**src/sv/cfdl_pkg.sv**
```systemverilog
// ----------------------------------------------------------------------------
// Chat frame deframer package
// Types, codes and constants shared by the deframer modules.
// ----------------------------------------------------------------------------
`default_nettype none

package cfdl_pkg;

  // Default values of the top-level parameters.
  localparam int CHANNELS_DEF      = 2;
  localparam int SEGMENT_BYTES_DEF = 44;

  // Configuration port.
  localparam int CFG_IDX_W  = 2;
  localparam int CFG_DATA_W = 4;

  typedef enum logic [CFG_IDX_W-1:0] {
    CFG_PING_AFTER    = 2'd0,
    CFG_TIMEOUT_AFTER = 2'd1
  } cfg_idx_t;

  localparam logic [CFG_DATA_W-1:0] PING_AFTER_RST    = 4'd2;
  localparam logic [CFG_DATA_W-1:0] TIMEOUT_AFTER_RST = 4'd5;

  // Protocol bytes.
  localparam logic [7:0] ESCAPE_BYTE = 8'h5C;
  localparam logic [7:0] CHR_MSG     = 8'h4D;  // 'M'
  localparam logic [7:0] CHR_NAME    = 8'h48;  // 'H'
  localparam logic [7:0] CHR_PING    = 8'h50;  // 'P'
  localparam logic [7:0] CHR_WAVE    = 8'h57;  // 'W'

  // Field widths of the per-channel state.
  localparam int LEN_W  = 7;
  localparam int SEEN_W = 8;
  localparam int HELD_W = 7;   // holds any segment size up to 127
  localparam int CNT_W  = 4;
  localparam logic [CNT_W-1:0] CNT_MAX = 4'd15;

  // Result queue depth.
  localparam int FIFO_DEPTH = 4;

  typedef enum logic {
    OP_BYTE = 1'b0,
    OP_TICK = 1'b1
  } op_t;

  typedef enum logic [2:0] {
    PH_IDLE    = 3'd0,
    PH_ESCAPED = 3'd1,
    PH_LENGTH  = 3'd2,
    PH_PAYLOAD = 3'd3,
    PH_TRAILER = 3'd4
  } phase_t;

  typedef enum logic [3:0] {
    EV_NONE      = 4'd0,
    EV_MSG_BYTE  = 4'd1,
    EV_NAME_BYTE = 4'd2,
    EV_MSG_END   = 4'd3,
    EV_NAME_END  = 4'd4,
    EV_LEFT      = 4'd5,
    EV_WHO       = 4'd6,
    EV_HANDSHAKE = 4'd7,
    EV_PING      = 4'd8,
    EV_TIMEOUT   = 4'd9
  } event_t;

  // One entry of the per-channel state memory. All zero is the reset state.
  typedef struct packed {
    phase_t            phase;
    logic              is_name;
    logic [LEN_W-1:0]  length;
    logic [SEEN_W-1:0] seen;
    logic [HELD_W-1:0] held;
    logic              alive;
    logic              name_known;
    logic [CNT_W-1:0]  idle;
  } entry_t;

  // One result item.
  typedef struct packed {
    event_t     ev;
    logic       ch;
    logic [7:0] data;
    logic       empty;
    logic       last;
  } res_t;

endpackage

`default_nettype wire

```
**src/sv/cfdl_if.sv**
```systemverilog
// ----------------------------------------------------------------------------
// Chat frame deframer channel interfaces
// Valid/ready request channels for received bytes and ticks and for result events.
// ----------------------------------------------------------------------------
`default_nettype none

interface cfdl_in_if;
  logic       valid;
  logic       ready;
  logic       operation;
  logic       channel;
  logic [7:0] rx_byte;

  modport source (output valid, output operation, output channel, output rx_byte,
                  input ready);
  modport sink   (input valid, input operation, input channel, input rx_byte,
                  output ready);
endinterface

interface cfdl_out_if;
  logic       valid;
  logic       ready;
  logic [3:0] event_res;
  logic       out_channel;
  logic [7:0] data;
  logic       segment_empty;
  logic       last;

  modport source (output valid, output event_res, output out_channel, output data,
                  output segment_empty, output last, input ready);
  modport sink   (input valid, input event_res, input out_channel, input data,
                  input segment_empty, input last, output ready);
endinterface

`default_nettype wire

```
**src/sv/cfdl_res_fifo.sv**
```systemverilog
// ----------------------------------------------------------------------------
// Chat frame deframer result queue
// Small queue taking up to two results a cycle and handing out one.
// ----------------------------------------------------------------------------
`default_nettype none

module cfdl_res_fifo (
  input  wire logic           clk,
  input  wire logic           rst_n,
  input  wire logic [1:0]     push_n,
  input  cfdl_pkg::res_t      push_a,
  input  cfdl_pkg::res_t      push_b,
  output logic                space_ok,
  cfdl_out_if.source          out_res
);

  localparam int DEPTH = cfdl_pkg::FIFO_DEPTH;
  localparam int PW    = $clog2(DEPTH);

  cfdl_pkg::res_t buf_r [DEPTH];
  logic [PW-1:0]  wr_ptr_r;
  logic [PW-1:0]  wr_ptr_nxt;
  logic [PW-1:0]  rd_ptr_r;
  logic [PW:0]    count_r;
  logic [PW:0]    count_nxt;
  logic           pop;
  cfdl_pkg::res_t head;

  assign pop      = out_res.valid && out_res.ready;
  // Room for the largest push of one cycle, without counting a pop.
  assign space_ok = (count_r <= (PW+1)'(DEPTH - 2));

  assign wr_ptr_nxt = wr_ptr_r + PW'(1);
  assign count_nxt  = count_r + (PW+1)'(push_n) - (PW+1)'(pop);

  always_ff @(posedge clk) begin
    if (push_n != 2'd0) begin
      buf_r[wr_ptr_r] <= push_a;
    end
    if (push_n == 2'd2) begin
      buf_r[wr_ptr_nxt] <= push_b;
    end
  end

  always_ff @(posedge clk) begin
    if (!rst_n) begin
      wr_ptr_r <= '0;
      rd_ptr_r <= '0;
      count_r  <= '0;
    end else begin
      wr_ptr_r <= wr_ptr_r + PW'(push_n);
      if (pop) begin
        rd_ptr_r <= rd_ptr_r + PW'(1);
      end
      count_r <= count_nxt;
    end
  end

  assign head                  = buf_r[rd_ptr_r];
  assign out_res.valid         = (count_r != '0);
  assign out_res.event_res     = head.ev;
  assign out_res.out_channel   = head.ch;
  assign out_res.data          = head.data;
  assign out_res.segment_empty = head.empty;
  assign out_res.last          = head.last;

endmodule

`default_nettype wire

```
**src/sv/chat_frame_deframer_liveness_top.sv**
```systemverilog
// ----------------------------------------------------------------------------
// Chat frame deframer with peer liveness tracking
// Per-channel frame parser and idle timer kept in a small state memory.
// ----------------------------------------------------------------------------
// Usage:
//   in_req carries one request per item: a received byte on a channel, or a
//   one-second tick. out_res delivers the events the requests cause, with
//   last set on the final event an item causes. The cfg_* port writes the
//   ping and timeout limits; the user must use it only while idle, as the
//   block does not enforce this. Bytes stream in at one per cycle while the
//   result queue has room. A tick walks the state memory one channel per
//   cycle while the queue has room, holding the update stage until the walk
//   ends, as the state memory has a single read port. The events of a byte
//   pass the update stage register and the result queue before out_res
//   offers them. A tick pushes an event early only once a later one is
//   known, so its final event, with last, waits for the end of the walk.
//   Reset clears the pipeline, the result queue, the ping counter and the valid
//   bit of every memory entry, so every channel starts idle and not alive; the
//   limits return to two and five seconds. No clearing pass is needed.
//   When out_res stalls, results gather in a four-entry queue; the update stage
//   holds once the queue cannot take two more, and in_req then drops ready.
// ----------------------------------------------------------------------------
`default_nettype none

module chat_frame_deframer_liveness_top #(
  parameter int CHANNELS      = cfdl_pkg::CHANNELS_DEF,
  parameter int SEGMENT_BYTES = cfdl_pkg::SEGMENT_BYTES_DEF
) (
  input  wire logic                            clk,
  input  wire logic                            rst_n,
  input  wire logic                            cfg_wr_en,
  input  wire logic [cfdl_pkg::CFG_IDX_W-1:0]  cfg_index,
  input  wire logic [cfdl_pkg::CFG_DATA_W-1:0] cfg_data,
  cfdl_in_if.sink                              in_req,
  cfdl_out_if.source                           out_res
);

  // Address width of the state memory; one bit even for a single channel.
  localparam int AW = (CHANNELS > 1) ? $clog2(CHANNELS) : 1;

  // Configuration registers.
  logic [cfdl_pkg::CFG_DATA_W-1:0] ping_after_r;
  logic [cfdl_pkg::CFG_DATA_W-1:0] timeout_after_r;

  always_ff @(posedge clk) begin
    if (!rst_n) begin
      ping_after_r    <= cfdl_pkg::PING_AFTER_RST;
      timeout_after_r <= cfdl_pkg::TIMEOUT_AFTER_RST;
    end else if (cfg_wr_en) begin
      unique case (cfg_index)
        cfdl_pkg::CFG_PING_AFTER:    ping_after_r    <= cfg_data;
        cfdl_pkg::CFG_TIMEOUT_AFTER: timeout_after_r <= cfg_data;
        default: ;
      endcase
    end
  end

  // Update stage registers. The stage holds one item; a tick stays here while
  // s1_addr_r walks the memory channel by channel.
  logic                 s1_valid_r;
  cfdl_pkg::op_t        s1_op_r;
  logic                 s1_ch_r;
  logic [7:0]           s1_byte_r;
  logic                 s1_ign_r;
  logic [AW-1:0]        s1_addr_r;

  logic                 accept;
  logic                 fire;
  logic                 item_end;
  logic                 space_ok;
  logic                 in_ign;
  logic [AW-1:0]        in_addr;
  logic [AW-1:0]        rd_addr;

  // State memory with its per-entry valid bits and one-deep write forwarding.
  cfdl_pkg::entry_t     state_mem [CHANNELS];
  logic [CHANNELS-1:0]  vld_r;
  cfdl_pkg::entry_t     rd_data_r;
  logic                 rd_vld_r;
  logic                 wb_valid_r;
  logic [AW-1:0]        wb_addr_r;
  cfdl_pkg::entry_t     wb_data_r;
  logic                 wr_en;
  cfdl_pkg::entry_t     cur;
  cfdl_pkg::entry_t     nxt;

  logic [cfdl_pkg::CNT_W-1:0] ping_s_r;
  logic [cfdl_pkg::CNT_W-1:0] ping_s_nxt;

  // New results of the current step, and the result held back during a tick
  // until it is known whether a later channel adds another one.
  cfdl_pkg::res_t       r0;
  cfdl_pkg::res_t       r1;
  logic [1:0]           nr;
  logic                 pend_v_r;
  cfdl_pkg::res_t       pend_r;
  cfdl_pkg::res_t       l0;
  cfdl_pkg::res_t       l1;
  logic [1:0]           tot;
  logic [1:0]           push_n;
  cfdl_pkg::res_t       push_a;
  cfdl_pkg::res_t       push_b;

  // A byte on a channel beyond CHANNELS passes through without any effect.
  assign in_ign  = (in_req.operation == cfdl_pkg::OP_BYTE) &&
                   (32'(in_req.channel) >= CHANNELS);
  assign in_addr = ((in_req.operation == cfdl_pkg::OP_TICK) || in_ign) ?
                   '0 : AW'(in_req.channel);

  assign fire     = s1_valid_r && space_ok;
  assign item_end = (s1_op_r == cfdl_pkg::OP_BYTE) || (s1_addr_r == AW'(CHANNELS - 1));
  assign in_req.ready = !s1_valid_r || (fire && item_end);
  assign accept   = in_req.valid && in_req.ready;

  // The memory is read every cycle at the entry the update stage needs next.
  always_comb begin
    if (accept) begin
      rd_addr = in_addr;
    end else if (fire && !item_end) begin
      rd_addr = s1_addr_r + AW'(1);
    end else begin
      rd_addr = s1_addr_r;
    end
  end

  always_ff @(posedge clk) begin
    if (!rst_n) begin
      s1_valid_r <= 1'b0;
    end else if (accept) begin
      s1_valid_r <= 1'b1;
    end else if (fire && item_end) begin
      s1_valid_r <= 1'b0;
    end
  end

  always_ff @(posedge clk) begin
    if (accept) begin
      s1_op_r   <= cfdl_pkg::op_t'(in_req.operation);
      s1_ch_r   <= in_req.channel;
      s1_byte_r <= in_req.rx_byte;
      s1_ign_r  <= in_ign;
      s1_addr_r <= in_addr;
    end else if (fire && !item_end) begin
      s1_addr_r <= s1_addr_r + AW'(1);
    end
  end

  assign wr_en = fire && !s1_ign_r;

  always_ff @(posedge clk) begin
    if (wr_en) begin
      state_mem[s1_addr_r] <= nxt;
    end
    rd_data_r <= state_mem[rd_addr];
  end

  always_ff @(posedge clk) begin
    if (!rst_n) begin
      vld_r      <= '0;
      rd_vld_r   <= 1'b0;
      wb_valid_r <= 1'b0;
    end else begin
      if (wr_en) begin
        vld_r[s1_addr_r] <= 1'b1;
      end
      rd_vld_r   <= vld_r[rd_addr];
      wb_valid_r <= wr_en;
    end
  end

  always_ff @(posedge clk) begin
    if (wr_en) begin
      wb_addr_r <= s1_addr_r;
      wb_data_r <= nxt;
    end
  end

  // A write at the same edge as the read leaves stale data; take the written
  // entry instead. An entry never written reads as the reset state.
  always_comb begin
    if (wb_valid_r && (wb_addr_r == s1_addr_r)) begin
      cur = wb_data_r;
    end else if (rd_vld_r) begin
      cur = rd_data_r;
    end else begin
      cur = '0;
    end
  end

  // Step logic: next entry and up to two new results.
  always_comb begin
    logic [cfdl_pkg::CNT_W:0]    cnt_inc;
    logic [cfdl_pkg::SEEN_W-1:0] seen_inc;
    cfdl_pkg::event_t            end_ev;
    cfdl_pkg::res_t              tres;

    nxt        = cur;
    ping_s_nxt = ping_s_r;
    r0         = '0;
    r1         = '0;
    nr         = 2'd0;
    cnt_inc    = '0;
    seen_inc   = cur.seen + cfdl_pkg::SEEN_W'(1);
    end_ev     = cur.is_name ? cfdl_pkg::EV_NAME_END : cfdl_pkg::EV_MSG_END;
    tres       = '0;

    if (s1_op_r == cfdl_pkg::OP_TICK) begin
      // The shared ping counter advances on the first channel of the walk.
      if (s1_addr_r == '0) begin
        cnt_inc = {1'b0, ping_s_r} + (cfdl_pkg::CNT_W+1)'(1);
        if (cnt_inc > {1'b0, ping_after_r}) begin
          r0.ev      = cfdl_pkg::EV_PING;
          nr         = 2'd1;
          ping_s_nxt = '0;
        end else if (cnt_inc > {1'b0, cfdl_pkg::CNT_MAX}) begin
          ping_s_nxt = cfdl_pkg::CNT_MAX;
        end else begin
          ping_s_nxt = cnt_inc[cfdl_pkg::CNT_W-1:0];
        end
      end
      if (cur.alive) begin
        cnt_inc = {1'b0, cur.idle} + (cfdl_pkg::CNT_W+1)'(1);
        if (cnt_inc > {1'b0, timeout_after_r}) begin
          tres.ev        = cfdl_pkg::EV_TIMEOUT;
          tres.ch        = s1_addr_r[0];
          nxt.alive      = 1'b0;
          nxt.name_known = 1'b0;
          nxt.idle       = '0;
          if (nr == 2'd0) begin
            r0 = tres;
          end else begin
            r1 = tres;
          end
          nr = nr + 2'd1;
        end else if (cnt_inc > {1'b0, cfdl_pkg::CNT_MAX}) begin
          nxt.idle = cfdl_pkg::CNT_MAX;
        end else begin
          nxt.idle = cnt_inc[cfdl_pkg::CNT_W-1:0];
        end
      end
    end else if (!s1_ign_r) begin
      r0.ch = s1_ch_r;
      r1.ch = s1_ch_r;
      unique case (cur.phase)
        cfdl_pkg::PH_IDLE: begin
          if (s1_byte_r == cfdl_pkg::ESCAPE_BYTE) begin
            nxt.phase = cfdl_pkg::PH_ESCAPED;
          end else begin
            nxt.phase = cfdl_pkg::PH_IDLE;
            nxt.held  = '0;
            nxt.alive = 1'b1;
            nxt.idle  = '0;
          end
        end
        cfdl_pkg::PH_ESCAPED: begin
          if ((s1_byte_r == cfdl_pkg::CHR_MSG) || (s1_byte_r == cfdl_pkg::CHR_NAME)) begin
            nxt.phase   = cfdl_pkg::PH_LENGTH;
            nxt.is_name = (s1_byte_r == cfdl_pkg::CHR_NAME);
            nxt.seen    = '0;
            nxt.held    = '0;
          end else if (s1_byte_r == cfdl_pkg::CHR_PING) begin
            nxt.phase = cfdl_pkg::PH_TRAILER;
            if (!cur.alive || cur.name_known) begin
              r0.ev = cfdl_pkg::EV_WHO;
              nr    = 2'd1;
            end
          end else if (s1_byte_r == cfdl_pkg::CHR_WAVE) begin
            nxt.phase = cfdl_pkg::PH_TRAILER;
            r0.ev     = cfdl_pkg::EV_HANDSHAKE;
            nr        = 2'd1;
          end else begin
            nxt.phase = cfdl_pkg::PH_IDLE;
            nxt.held  = '0;
            nxt.alive = 1'b1;
            nxt.idle  = '0;
          end
        end
        cfdl_pkg::PH_LENGTH: begin
          if (s1_byte_r == 8'd0) begin
            // The peer leaves: no end event and no touch.
            r0.ev          = cfdl_pkg::EV_LEFT;
            nr             = 2'd1;
            nxt.alive      = 1'b0;
            nxt.name_known = 1'b0;
            nxt.phase      = cfdl_pkg::PH_IDLE;
            nxt.held       = '0;
          end else if (s1_byte_r[7]) begin
            nxt.phase = cfdl_pkg::PH_IDLE;
            nxt.held  = '0;
            nxt.alive = 1'b1;
            nxt.idle  = '0;
          end else begin
            nxt.length = s1_byte_r[cfdl_pkg::LEN_W-1:0];
            nxt.seen   = '0;
            nxt.phase  = cfdl_pkg::PH_PAYLOAD;
          end
        end
        cfdl_pkg::PH_PAYLOAD: begin
          nxt.seen = seen_inc;
          nr       = 2'd1;
          if (seen_inc > cfdl_pkg::SEEN_W'(SEGMENT_BYTES)) begin
            // Over-long segment: the byte is dropped and the segment closes.
            r0.ev    = end_ev;
            r0.empty = (cur.held == '0);
            if (cur.is_name && (cur.held != '0)) begin
              nxt.name_known = 1'b1;
            end
            nxt.held  = '0;
            nxt.alive = 1'b1;
            nxt.idle  = '0;
          end else begin
            r0.ev    = cur.is_name ? cfdl_pkg::EV_NAME_BYTE : cfdl_pkg::EV_MSG_BYTE;
            r0.data  = s1_byte_r;
            nxt.held = cur.held + cfdl_pkg::HELD_W'(1);
          end
          // The last payload byte also closes the segment and ends the frame.
          if (seen_inc >= {1'b0, cur.length}) begin
            r1.ev    = end_ev;
            r1.empty = (nxt.held == '0);
            if (cur.is_name && (nxt.held != '0)) begin
              nxt.name_known = 1'b1;
            end
            nxt.held  = '0;
            nxt.alive = 1'b1;
            nxt.idle  = '0;
            nxt.phase = cfdl_pkg::PH_IDLE;
            nr        = 2'd2;
          end
        end
        default: begin
          // Trailer byte, and any phase code that means nothing.
          nxt.phase = cfdl_pkg::PH_IDLE;
          nxt.held  = '0;
          nxt.alive = 1'b1;
          nxt.idle  = '0;
        end
      endcase
    end
  end

  always_ff @(posedge clk) begin
    if (!rst_n) begin
      ping_s_r <= '0;
    end else if (fire && (s1_op_r == cfdl_pkg::OP_TICK)) begin
      ping_s_r <= ping_s_nxt;
    end
  end

  // Result ordering. The held result goes first, then the new ones. At the end
  // of an item everything is pushed and the final one carries last; otherwise
  // the final one is held back.
  assign tot = nr + {1'b0, pend_v_r};
  assign l0  = pend_v_r ? pend_r : r0;
  assign l1  = pend_v_r ? r0 : r1;

  always_comb begin
    push_a = l0;
    push_b = l1;
    push_n = 2'd0;
    if (fire) begin
      if (item_end) begin
        push_n = tot;
        if (tot == 2'd1) begin
          push_a.last = 1'b1;
        end
        if (tot == 2'd2) begin
          push_b.last = 1'b1;
        end
      end else if (tot == 2'd2) begin
        push_n = 2'd1;
      end
    end
  end

  always_ff @(posedge clk) begin
    if (!rst_n) begin
      pend_v_r <= 1'b0;
    end else if (fire) begin
      pend_v_r <= !item_end && (tot != 2'd0);
    end
  end

  always_ff @(posedge clk) begin
    if (fire && !item_end) begin
      if (tot == 2'd2) begin
        pend_r <= l1;
      end else if (tot == 2'd1) begin
        pend_r <= l0;
      end
    end
  end

  cfdl_res_fifo u_res_fifo (
    .clk      (clk),
    .rst_n    (rst_n),
    .push_n   (push_n),
    .push_a   (push_a),
    .push_b   (push_b),
    .space_ok (space_ok),
    .out_res  (out_res)
  );

endmodule

`default_nettype wire

```
**src/flat_wrapper.sv**
```systemverilog
// flat-port wrapper written by rule: the top's interface ports become plain ports
module chat_frame_deframer_liveness_top_flat 
#(
  parameter int CHANNELS      = cfdl_pkg::CHANNELS_DEF,
  parameter int SEGMENT_BYTES = cfdl_pkg::SEGMENT_BYTES_DEF
)
  (clk, rst_n, cfg_wr_en, cfg_index, cfg_data, in_req_valid, in_req_operation, in_req_channel, in_req_rx_byte, in_req_ready, out_res_valid, out_res_event_res, out_res_out_channel, out_res_data, out_res_segment_empty, out_res_last, out_res_ready);
  cfdl_in_if in_req_i ();
  cfdl_out_if out_res_i ();
  input  wire logic clk;
  input  wire logic rst_n;
  input  wire logic cfg_wr_en;
  input  wire logic [cfdl_pkg::CFG_IDX_W-1:0] cfg_index;
  input  wire logic [cfdl_pkg::CFG_DATA_W-1:0] cfg_data;
  input wire logic [$bits(in_req_i.valid)-1:0] in_req_valid;
  input wire logic [$bits(in_req_i.operation)-1:0] in_req_operation;
  input wire logic [$bits(in_req_i.channel)-1:0] in_req_channel;
  input wire logic [$bits(in_req_i.rx_byte)-1:0] in_req_rx_byte;
  output wire logic [$bits(in_req_i.ready)-1:0] in_req_ready;
  output wire logic [$bits(out_res_i.valid)-1:0] out_res_valid;
  output wire logic [$bits(out_res_i.event_res)-1:0] out_res_event_res;
  output wire logic [$bits(out_res_i.out_channel)-1:0] out_res_out_channel;
  output wire logic [$bits(out_res_i.data)-1:0] out_res_data;
  output wire logic [$bits(out_res_i.segment_empty)-1:0] out_res_segment_empty;
  output wire logic [$bits(out_res_i.last)-1:0] out_res_last;
  input wire logic [$bits(out_res_i.ready)-1:0] out_res_ready;
  assign in_req_i.valid = in_req_valid;
  assign in_req_i.operation = in_req_operation;
  assign in_req_i.channel = in_req_channel;
  assign in_req_i.rx_byte = in_req_rx_byte;
  assign in_req_ready = in_req_i.ready;
  assign out_res_valid = out_res_i.valid;
  assign out_res_event_res = out_res_i.event_res;
  assign out_res_out_channel = out_res_i.out_channel;
  assign out_res_data = out_res_i.data;
  assign out_res_segment_empty = out_res_i.segment_empty;
  assign out_res_last = out_res_i.last;
  assign out_res_i.ready = out_res_ready;
  chat_frame_deframer_liveness_top #(.CHANNELS(CHANNELS), .SEGMENT_BYTES(SEGMENT_BYTES)) u_core (.clk(clk), .rst_n(rst_n), .cfg_wr_en(cfg_wr_en), .cfg_index(cfg_index), .cfg_data(cfg_data), .in_req(in_req_i), .out_res(out_res_i));
endmodule
```
**config.mk**
```make
export PLATFORM = sky130hd
export DESIGN_NAME = chat_frame_deframer_liveness_top_flat
export DESIGN_NICKNAME = d
export VERILOG_FILES = /design/src/sv/cfdl_pkg.sv /design/src/sv/cfdl_if.sv /design/src/sv/cfdl_res_fifo.sv /design/src/sv/chat_frame_deframer_liveness_top.sv /design/src/flat_wrapper.sv
export SDC_FILE = /design/constraint.sdc
export NUM_CORES = 1
export LEC_CHECK = 0
export BUFFER_PORTS_ARGS = -buffer_cell sky130_fd_sc_hd__buf_2
export CAP_MARGIN = 30
export CELL_PAD_IN_SITES_DETAIL_PLACEMENT = 1
export CELL_PAD_IN_SITES_GLOBAL_PLACEMENT = 2
export CORE_ASPECT_RATIO = 0.7
export CORE_UTILIZATION = 46
export CTS_CLUSTER_SIZE = 14
export DETAILED_ROUTE_END_ITERATION = 10
export PLACE_DENSITY_LB_ADDON = 0.15
export RECOVER_POWER = 100
export SLEW_MARGIN = 40
export SYNTH_ARGS = -nofsm -noshare
export SYNTH_HDL_FRONTEND = slang
export SYNTH_SLANG_ARGS = --single-unit
```
**constraint.sdc**
```tcl
create_clock -name clk -period 21.4 [get_ports clk]
set_clock_uncertainty 0.15 [all_clocks]
set_input_delay 5.35 -clock clk [delete_from_list [all_inputs] [get_ports clk]]
set_output_delay 5.35 -clock clk [all_outputs]
set_load 0.02 [all_outputs]
```
# After elaboration in Yosys (flattened, before gate mapping)
# Memory sizes are Yosys's and may differ from the RTL's. A register that Yosys moved wholly into a read port is not among the register bits.
# Cells that the tools add are included.
classes:
  add_sub_neg: 12
  magnitude_cmp: 10
  eq_ne: 13
  mux: 122
  n_bitwise: 3
  reduce_logical: 35
ops:
  columns: ["op", "n"]
  rows:
  - ["15-bit two-way mux", 12]
  - ["4-bit two-way mux", 17]
  - ["32-bit two-way mux", 2]
  - ["8-bit two-way mux", 8]
  - ["8-bit by 7-bit equality test with 1-bit output, second input constant", 5]
  - ["1-bit two-way mux", 38]
  - ["7-bit two-way mux", 5]
  - ["2-bit two-way mux", 16]
  - ["8-bit case mux with 4 select lines", 1]
  - ["26-bit two-way mux", 1]
  - ["3-bit two-way mux", 8]
  - ["8-bit case mux with 3 select lines", 1]
  - ["6-bit two-way mux", 3]
  - ["4-bit case mux with 4 select lines", 1]
  - ["7-bit logical NOT", 2]
  - ["14-bit two-way mux", 1]
  - ["7-bit nonzero test", 2]
  - ["13-bit two-way mux", 1]
  - ["3-bit case mux with 4 select lines", 1]
  - ["4-bit case mux with 3 select lines", 1]
  - ["1-bit logical AND", 11]
  - ["4-bit by 1-bit adder with 5-bit output, second input constant", 2]
  - ["5-bit by 4-bit greater-than comparator with 1-bit output", 2]
  - ["5-bit by 4-bit greater-than comparator with 1-bit output, second input constant", 2]
  - ["other kinds (34)", 52]
word_totals:
  regBits: 84
  ram_bits: 124
  input_bits: 21
  output_inout_bits: 17
  elab_cells: 226
  mem_count: 2
memory_table:
  columns: ["memory", "words", "word_bits", "rd", "rd_clocked_by_memory_dff", "wr", "line_no", "rtl"]
  rows:
  - ["u_core.state_mem", 2, 32, 1, 1, 1, "chat_frame_deframer_liveness_top.sv:76", "cfdl_pkg::entry_t state_mem [CHANNELS];"]
  - ["u_core.u_res_fifo.buf_r", 4, 15, 1, 1, 2, "cfdl_res_fifo.sv:20", "cfdl_pkg::res_t buf_r [DEPTH];"]

# Depth between registers and ports, before layout
logic_depth:
  depth_word: 18
  ltp_mapped: 37

# By module
# Synthesis repeated with hierarchy kept, for this count alone.
hier_totals:
  cells_unflattened: 1004
  area_unflattened_um2: 12200.5
modules_own_cells:
  columns: ["mod", "instances", "cells_per_inst", "area_per_inst_um2"]
  rows:
  - ["chat_frame_deframer_liveness_top", 1, 805, 8688.3]
  - ["cfdl_res_fifo", 1, 199, 3512.1]

# Worst setup path after synthesis
# OpenSTA, ideal clock, no wires.
synth_path:
  path_type: "register -> register"
  from: "reg u_core.wb_addr_r"
  to: "mem u_core.u_res_fifo.buf_r[3][0] (netlist name), enable pin"
  setup_ns: 0.410
  arrival_ns: 7.471
  required_time_ns: 20.840
  setup_slack_ns: 13.369
  path_stages_with_launch: 33
  path_buffers: 7
  cell_sequence: "edfxtp_1 xor2_4 nor2_1 clkbuf_1 buf_2 buf_1 clkbuf_1 nand2_1 o21ai_0 ha_1 inv_1 or4_1 o21a_1 xor2_1 ha_1 a21oi_1 o21ai_0 o221a_2 or3_1 buf_2 o21ai_0 a22o_1 ha_1 inv_1 nand3_1 and2_1 clkbuf_1 ha_1 clkbuf_1 a21oi_1 nor2_1 nand2_1 a21boi_0"
synth_rtl:
  columns: ["element", "line_no", "rtl"]
  rows:
  - ["from (decl)", "chat_frame_deframer_liveness_top.sv:81", "logic [AW-1:0] wb_addr_r;"]
  - ["from (signal assigned)", "chat_frame_deframer_liveness_top.sv:173", "wb_addr_r <= s1_addr_r;"]
  - ["to (decl)", "cfdl_res_fifo.sv:20", null]

==> key figures <==
Outcome
  – Status: finished with violations
  – Failing checks: max-capacitance violations, max-slew violations

Global route
  – Grt ovf: 0
  – Tot GR Track Use: 24.16%
  – Number of global-route vias before repair: 8979
  – Global-route wire length before repair: approximately 51000 um
  – Initial antenna violation count: 0
  – Largest net degree at the start of global routing: 44

STA
  – FMAX: between 90 and 100 MHz
  – Max-slew violation count: 209
  – RSZ-0062 raised after global routing: no
  – Slew at the pin with the worst max-slew slack: ~2.4 ns
  – Final setup margin: about 11 ns
  – Final setup viols: 0
  – Slew Limit Headroom: -57.01%
  – Final min period: 10.63 ns
  – Final cycle utilization of the critical path: between 40% and 50%
  – Total negative slack: 0 ns
  – Fin. Hold Viols: 0

Critical path
  – WS Path Type: register to register
  – FF-to-FF path depth: 28
  – Worst Setup End Kind: register
  – Worst path most repeated cell: ha_1
  – Worst Setup SP: u_core.wb_valid_r
  – Slowest cell on the critical path: clkbuf_1
  – CP max stage delay: roughly 1.2 ns
  – R2R Path Start: u_core.wb_valid_r
  – Worst flop-to-flop path endpoint: u_core.u_res_fifo.buf_r[0][6]
  – Worst endpoint required time: 21.39 ns
  – Crit path max fanout: 33
  – Crit path launch type: register
  – Critical path arrival: about 11 ns
  – R2R setup slack: 10.77 ns

Clock network
  – CTS tree: done
  – Root buffer cell: clkbuf_16
  – Clock buffer depth: 3
  – Clk_lat worst skew: around 0.54 ns
  – Post-CTS Hold Buffers: 0
  – Clk slew on worst S/H paths: 0.06 ns
  – H-tree depth: 1
  – # clock sinks: approximately 240
  – Post-CTS Setup Inserts: 0
  – Cts repair resizes: 0
  – Total CTS buffers: 25

Place
  – Dpl hpwl: 21840 um
  – Port Buffers: 37
  – GP Congestion: approximately 0.84
  – Dpl cells: roughly 1400
  – Pre-CTS WS: roughly 13 ns

Floorplanning
  – # IOs: 38
  – Initial Util: a little under half
  – DIE AREA: roughly 27000 sq um
  – Core footprint: between 20000 and 30000 sq um
  – Die Wd: between 150 and 200 um
  – Chip height: between 100 and 150 um
  – FP Rows: 49

Logic synthesis
  – Post-synth top flop: edfxtp_1
  – Mapped Avg Cell Area: approximately 11 sq um
  – Post-synth cell types: 67
  – Cells after Synth: between 1000 and 1500
  – Flops & latches, synth: between 200 and 250
  – Post-synthesis cell area: between 10000 and 15000 sq um
  – Asr flop ratio synth: 0%
  – Post-synth EDFFs: between 150 and 200
  – YS warnings: 0
  – Synthesized Nets: ~1100
  – Register area share after synthesis: 54.75%

Finish
  – Layout Cells excl Fill: 1490
  – Nets: between 1000 and 1500
  – P&R area growth vs syn: 11.41%
  – # fillers: approximately 2800
  – FF+latch area: 6668 sq um
  – Core Util, Final: 52.55%
  – Share of cells above drive strength 1: a little under an eighth
  – Footprint of the multi-input gates: approximately 5100 sq um
  – Antenna cell count: 0

Route
  – Antenna viol nets, final: 0
  – Drt pass-1 iters: 5
  – DR vias/cell: between 5 and 6
  – Via count: between 8000 and 9000
  – Post-route DRC: 0
  – Drt wl/cell: about 21 um
  – Iteration-0 DRC Markers: 540
  – Detailed-route wire length: between 30000 and 40000 um

Worst hold path
  – Worst min-delay path startpoint: u_core.state_mem[1][17]
  – Hold Path End: u_core.rd_data_r[17]
  – Hold path depth: 1
  – HP Class: register to register

Power
  – VDD IR max: 0.00005422 V
  – Power per cell area: between 90 and 100 nW/um^2
  – Static Leak: 4.918 nW

Run
  – Max Cap Viol: 6
-- critical path: cells and delay by family (launching register included) --
| family | cells | cell delay [ns] |
|---|---|---|
| AOI/OAI and AO/OA | 10 | 2.25 |
| adders and majority gates | 5 | 1.39 |
| buffers and inverters | 6 | 3.50 |
| DFF | 1 | 0.85 |
| and+or+nand+nor | 7 | 2.06 |
-- Yosys cell counts (4+ instances only) --
cell type	count	area, sq um
edfxtp_1	182	5465
o21ai_0	92	460.4
nand2_1	90	337.8
nor2_1	66	247.7
dfxtp_1	60	1201
clkbuf_1	51	191.4
a21oi_1	50	250.2
inv_1	44	165.2
mux2i_1	44	440.4
nand3_1	43	215.2
mux2_2	41	461.7
ha_1	30	375.4
and3_1	26	162.7
and2_1	24	150.1
o22ai_1	17	106.4
nor2b_1	16	100.1
mux4_2	15	337.8
nor3_1	15	75.07
xnor2_1	14	122.6
o31ai_1	13	97.59
o21a_1	12	90.09
a31oi_1	10	62.56
xor2_1	10	87.58
nand4_1	9	56.30
a211o_1	8	70.07
nand2b_1	8	50.05
nor4_1	8	50.05
buf_2	6	30.03
a211oi_1	5	37.54
buf_1	5	18.77
o21ai_1	5	25.02
or3_1	5	31.28
a21boi_0	4	30.03
a22o_1	4	35.03
nand4b_1	4	35.03
o211ai_1	4	30.03
-- report_power, final --
group | switching [mW] | internal [mW]
Clock | 0.180 | 0.294
Sequential | 0.0302 | 0.558
Combinational | 0.131 | 0.0767
-- stage by stage --
step | total power, mW | hold slack, ns | area (sq um)
3_3_place_gp | 0.7986 | 0.3001 | 12770
5_1_grt | 1.321 | 0.3338 | 13560
2_1_floorplan | 0.7351 | 0.2809 | 12180
3_5_place_dp | 0.8066 | 0.3075 | 12790
6_report | 1.269 | 0.3168 | 13560
4_1_cts | 1.283 | 0.3204 | 13670
-- cells by family (layout without fill, tap and decap cells) --
| family | Yosys count | in the layout | synth area share [%] |
|---|---|---|---|
| and+or+nand+nor | 327 | 327 | 13.26 |
| muxes | 100 | 100 | 10.18 |
| xor gates and xnor gates | 25 | 25 | 1.953 |
| AOI/OAI and AO/OA | 256 | 256 | 13.12 |
| adders and majority gates | 31 | 31 | 3.247 |
| buffers and inverters | 109 | 152 | 3.484 |
| DFF | 242 | 242 | 54.75 |
-- area by class of cell --
type                       count  share of cell area (%)
clock buffer                  35                   5.036
clock inverter                 8                   1.430
timing repair buffer          63                   2.094
multi-input combinational    739                   37.72
tap                          357                   3.293
sequential                   242                   49.16
inverter                      46                   1.273
-- worst max-delay path by stage --
| stage | to | slack [ns] | cells after the start |
|---|---|---|---|
| 6_report | u_core.u_res_fifo.buf_r[0][6] | 10.77 | 28 |
| 5_1_grt | u_core.u_res_fifo.buf_r[0][6] | 9.94 | 28 |
| 4_1_cts | in_req_ready | 13.36 | 5 |
| 3_5_place_dp | u_core.u_res_fifo.buf_r[0][6] | 13.48 | 28 |
| 3_3_place_gp | u_core.u_res_fifo.buf_r[2][8] | 13.60 | 26 |
| 2_1_floorplan | u_core.u_res_fifo.buf_r[3][0] | 13.37 | 32 |
-- state kept, by name, summed over array words and instances (netlist names), 2 cells and up, named ones only --
register	count
u_core.u_res_fifo.buf_r	60
u_core.pend_r	15
u_core.u_res_fifo.count_r	3
u_core.vld_r	2
u_core.ping_s_r	4
u_core.state_mem	64
u_core.u_res_fifo.rd_ptr_r	2
u_core.rd_data_r	32
u_core.u_res_fifo.wr_ptr_r	2
u_core.wb_data_r	32
u_core.ping_after_r	4
u_core.s1_byte_r	8
u_core.timeout_after_r	4
-- placed cells by master (no fill, tap or decap), types with 5 or more instances in the layout --
cell	n
edfxtp_1	182
o21ai_0	97
nand2_1	90
nor2_1	64
dfxtp_1	59
a21oi_1	50
clkbuf_1	47
inv_1	45
nand3_1	43
mux2i_1	43
mux2_2	40
ha_1	30
and3_1	26
clkbuf_16	25
o22ai_1	19
and2_1	17
buf_2	17
nor2b_1	16
nor3_1	15
mux4_2	15
xnor2_1	14
o21a_1	12
o31ai_1	12
xor2_1	10
nand4_1	9
a31oi_1	9
nand2b_1	8
nor4_1	8
a211o_1	8
and2_0	7
buf_4	7
bufinv_16	6
a211oi_1	5
or3_1	5
-- per-layer routing --
metal	track usage (%)	share of wire, %
met1	36.80	51
met2	35.78	43
met3	4.489	4.2
met4	5.016	1.7
met5	0	0
(Power assumes the default switching activity.)
